## src/hdl/pstack_pkg.sv

```systemverilog
// ----------------------------------------------------------------------------
// pstack_pkg
// Shared types and operation codes for the persistent stack block.
// ----------------------------------------------------------------------------
`default_nettype none

package pstack_pkg;

    localparam int OP_W    = 2;
    localparam int SLOT_W  = 4;
    localparam int DATA_W  = 32;
    localparam int DEPTH_W = 11;
    // Slot field reaches this many table entries at most
    localparam int SLOT_REACH = 16;

    localparam logic [OP_W-1:0] OP_PUSH = 2'd0;
    localparam logic [OP_W-1:0] OP_POP  = 2'd1;
    localparam logic [OP_W-1:0] OP_SAVE = 2'd2;
    localparam logic [OP_W-1:0] OP_LOAD = 2'd3;

    // Controller to datapath
    typedef struct packed {
        logic accept;     // an item is taken this cycle
        logic push;       // append node, move head
        logic pop_read;   // read node at head
        logic save;       // copy head/depth to slot
        logic load;       // restore head/depth, read node at new head
        logic pop_link;   // follow link, read node at new head
        logic take_value; // latch read value as top
        logic emit;       // load result register
    } t_cmd;

    // Datapath to controller
    typedef struct packed {
        logic head_none;
    } t_stat;

endpackage

`default_nettype wire

```

## src/hdl/pstack_ctrl.sv

```systemverilog
// ----------------------------------------------------------------------------
// pstack_ctrl
// Sequencer: accepts an item, steps through node reads, hands off result.
// ----------------------------------------------------------------------------
`default_nettype none

module pstack_ctrl (
    input  wire logic                      i_clk,
    input  wire logic                      i_rst_n,
    input  wire logic                      i_in_valid,
    input  wire logic [pstack_pkg::OP_W-1:0] i_operation,
    input  wire logic                      i_out_stall,
    input  wire pstack_pkg::t_stat         i_stat,
    output logic                           o_in_stall,
    output logic                           o_out_valid,
    output pstack_pkg::t_cmd               o_cmd
);
    import pstack_pkg::*;

    localparam logic [1:0] S_IDLE  = 2'd0;
    localparam logic [1:0] S_LINK  = 2'd1;
    localparam logic [1:0] S_VALUE = 2'd2;
    localparam logic [1:0] S_DONE  = 2'd3;

    logic [1:0] r_state, n_state;
    logic       r_out_valid, n_out_valid;
    t_cmd       cmd;

    always_comb begin
        n_state = r_state;
        cmd     = '0;
        case (r_state)
            S_IDLE: begin
                if (i_in_valid) begin
                    cmd.accept = 1'b1;
                    case (i_operation)
                        OP_PUSH: begin
                            cmd.push = 1'b1;
                            n_state  = S_DONE;
                        end
                        OP_POP: begin
                            if (!i_stat.head_none) begin
                                cmd.pop_read = 1'b1;
                                n_state      = S_LINK;
                            end else begin
                                n_state = S_DONE;
                            end
                        end
                        OP_SAVE: begin
                            cmd.save = 1'b1;
                            n_state  = S_DONE;
                        end
                        OP_LOAD: begin
                            cmd.load = 1'b1;
                            n_state  = S_VALUE;
                        end
                        default: begin
                            n_state = S_DONE;
                        end
                    endcase
                end
            end
            S_LINK: begin
                cmd.pop_link = 1'b1;
                n_state      = S_VALUE;
            end
            S_VALUE: begin
                cmd.take_value = 1'b1;
                n_state        = S_DONE;
            end
            S_DONE: begin
                if (!r_out_valid || !i_out_stall) begin
                    cmd.emit = 1'b1;
                    n_state  = S_IDLE;
                end
            end
            default: begin
                n_state = S_IDLE;
            end
        endcase
    end

    assign n_out_valid = cmd.emit | (r_out_valid & i_out_stall);

    always_ff @(posedge i_clk) begin
        if (!i_rst_n) begin
            r_state     <= S_IDLE;
            r_out_valid <= 1'b0;
        end else begin
            r_state     <= n_state;
            r_out_valid <= n_out_valid;
        end
    end

    assign o_in_stall  = (r_state != S_IDLE);
    assign o_out_valid = r_out_valid;
    assign o_cmd       = cmd;

    // A result never overwrites one still waiting
    a_no_overwrite: assert property (@(posedge i_clk) disable iff (!i_rst_n)
        cmd.emit |-> (!r_out_valid || !i_out_stall))
        else $error("result emitted over a pending item");

    // Pop of a non-empty stack always walks the link
    a_pop_walks: assert property (@(posedge i_clk) disable iff (!i_rst_n)
        cmd.pop_read |=> (r_state == S_LINK))
        else $error("pop did not enter link step");

    // Push and save finish without memory reads
    a_short_ops: assert property (@(posedge i_clk) disable iff (!i_rst_n)
        (cmd.push || cmd.save) |=> (r_state == S_DONE))
        else $error("push/save took extra steps");

endmodule

`default_nettype wire

```

## config.mk

```make
export PLATFORM = sky130hd
export DESIGN_NAME = pstack_ctrl
export DESIGN_NICKNAME = d
export VERILOG_FILES = /design/src/hdl/pstack_pkg.sv /design/src/hdl/pstack_ctrl.sv
export SDC_FILE = /design/constraint.sdc
export NUM_CORES = 1
export LEC_CHECK = 0
export BUFFER_PORTS_ARGS = -buffer_cell sky130_fd_sc_hd__buf_2
export CAP_MARGIN = 10
export CORE_AREA = 2 2 39 41
export CTS_CLUSTER_DIAMETER = 50
export DETAILED_ROUTE_END_ITERATION = 16
export DIE_AREA = 0 0 41 43
export GPL_TIMING_DRIVEN = 0
export HOLD_SLACK_MARGIN = 0.02
export SLEW_MARGIN = 0
export SYNTH_ARGS = -nofsm -noshare
export SYNTH_HDL_FRONTEND = slang
export SYNTH_SLANG_ARGS = --single-unit
```

## constraint.sdc

```tcl
create_clock -name i_clk -period 2 [get_ports i_clk]
set_clock_uncertainty 0.05 [all_clocks]
set_input_delay 0.4 -clock i_clk [delete_from_list [all_inputs] [get_ports i_clk]]
set_output_delay 0.4 -clock i_clk [all_outputs]
set_load 0.05 [all_outputs]
```

==> impl_metrics.yaml <==
status:
  status: "finished, final reports clean"
die:
  die_w_um: 41
  core_sq_um: 1380
  dieArea_sq_um: 1760
  num_rows: 14
  start_util_pct: 18.9
  die_h_um: 43
  ios: 17
route:
  drt_first_pass_iters: 3
  num_vias: 276
  routed_wirelength_um: 619
  drc: 0
  viasPerCell: 4.18
  dr.first_iter.drc_count: 2
  met3_length_um: 66
  top_layer: "met3"
  m1WireLength_um: 293
  post_drt_wl_per_cell_um: 9.38
  ant_nets: 0
  met2WireLength_um: 259
place:
  dp_hpwl_um: 500
  dp_slack_ps: 191
  io_buffers: 16
  gp_congestion: 0.700
  dp_cells: 62
critical_path:
  crit_slowest_cell: "dfxtp_2"
  cp.depth: 6
  worstSetupPathType: "flip-flop to output port"
  slowest_delay_ps: 350
  crit_chain: "inv_1 -> ha_1 -> nand2_2 -> inv_1 -> and3_2 -> buf_4"
  crit_buf_inv: 3
  cp-start-kind: "flip-flop"
  worst-path-max-fanout: 4
  end_kind: "output port"
  cp_data_arrival_time_ps: 1450
  crit_top_cell: "inv_1"
  cp_data_required_time_ps: 1550
  r2r_cells: 5
  cp_top_family: "flip-flops"
cells_and_area:
  syn2layout_area_growth_pct: 57.4
  antenna_cells: 0
  final_common_cell: "buf_2"
  layout_common_cells: "15 x buf_2, 5 x ha_1, 4 x inv_1, 3 x clkbuf_4"
  fin_cells: 66
  drive_gt1_share_pct: 54.0
  fin_nets: 63
logic_synthesis:
  syn_inst: 30
  synth_area_leaders: "ha_1 24%, dfxtp_1 23%, mux2i_1 7.7%"
  synth_seq_cells: 3
  synth_area_sq_um: 262
  synth_area_per_cell_sq_um: 8.72
  synth_largest_area_cell: "ha_1"
  synth_nets: 42
  synth_warnings: 0
  synth_top_cell_area_share_pct: 23.9
  ys_seq_area_share_pct: 23.0
  ys_types: 16
timing:
  hold_violations: 0
  period_share_pct: 94.9
  relSlewSlack_pct: 83.4
  period_minus_slack_ps: 1900
  tightestPinTransition_ps: 251
  setup_viol: 0
  finalWorstSetupSlack_ps: 102
  slew_violations: 0
  max_freq_mhz: 527
  rsz0062_at_grt: "yes"
worst_hold_path:
  hold_path.class: "input port to flip-flop"
  hold_path_depth: 2
pwr:
  power_density_nw_per_um2: 1620
  power_uw: 668
  ir_drop_uv: 446
  leakage_uw: 0.000212
clocking:
  post-cts-setup-buffers: 0
  clock_sinks: 3
  root_buffer: "clkbuf_4"
  numCtsBuffers: 3
  cts_buffer_depth: 2
  clock_latency_ps: 240
  clk_pin_slew_ps: 40
  cts_tree: "yes"
  h-tree-depth: 1
grt:
  antenna_found_initial: 0
  grt_usage_pct: 8.42
  grt_pass1_vias: 259
  grt.overflow.total: 0
  grt_max_degree: 7
  grt_pass1_wl_um: 993
job:
  drv_cap: 0
[path summary, 6_finish.rpt]
kind / slack, ps / endpoint / from
max: 100 / o_cmd[3] / r_state[0]
min reg2reg: 450 / r_state[1] / r_state[1]
max reg2reg: 790 / r_state[1] / r_state[0]
min: 410 / o_out_valid / i_rst_n
[power by group]
part | internal (uW) | switching (uW)
clock network | 75.0 | 35.8
registers | 87.9 | 25.0
logic | 120 | 325
[layout make-up]
type / instances / area, sq um
fill: 159 / 972
tap: 16 / 20.0
inverter: 4 / 15.0
timing repair buffer: 16 / 82.6
multi-input combinational: 23 / 205
clock buffer: 4 / 26.3
sequential: 3 / 62.6
[cells in the mapped netlist]
library cell / number
ha_1: 5
inv_1: 4
dfxtp_1: 3
nand2_1: 3
mux2i_1: 2
nand3_1: 2
o211ai_1: 2
a21boi_0: 1
a21oi_1: 1
and3_2: 1
nand4bb_1: 1
nor2b_1: 1
nor3_1: 1
nor3b_1: 1
nor4b_1: 1
o21ai_2: 1
[routing by layer]
layer,track usage [%],up-vias
li1,-,147
met3,4.71,0
met4,2.00,0
met1,10.5,118
met5,0,-
met2,12.2,11
[state kept, by name, indices dropped and copies added, names as in the netlist]
signal / cells
r_state: 2
o_out_valid: 1
[metrics by stage]
step	hold WS (ps)	utilization [%]	setup TNS, ps	area (sq um)
floorplan	421	-	-72.7	278
global placement	461	27.3	0	378
detailed placement	468	27.3	0	378
CTS	407	29.5	0	408
global route	412	29.7	-1.46	412
finish	411	29.7	0	412
[timing repair]
action                     CTS  global route
pin swaps                    0             0
gates resized for setup      2             3
hold buffers                 0             0
gates cloned                 0             0
setup endpoints to repair    1             2
[cell families after synthesis]
kind of cell	synth area share, %
and+or+nand+nor	25.8
muxes	7.66
buffers and inverters	5.74
AOI/OAI and AO/OA	13.9
adders and majority gates	23.9
DFF	23.0
[worst reg2reg max path, cell delays in order (launching register included)]
cell	delay, ps
dfxtp_2	330
inv_1	100
ha_1	190
inv_1	70
o21ai_2	180
mux2i_1	210
Note: power is estimated with default switching activity, not from simulation.
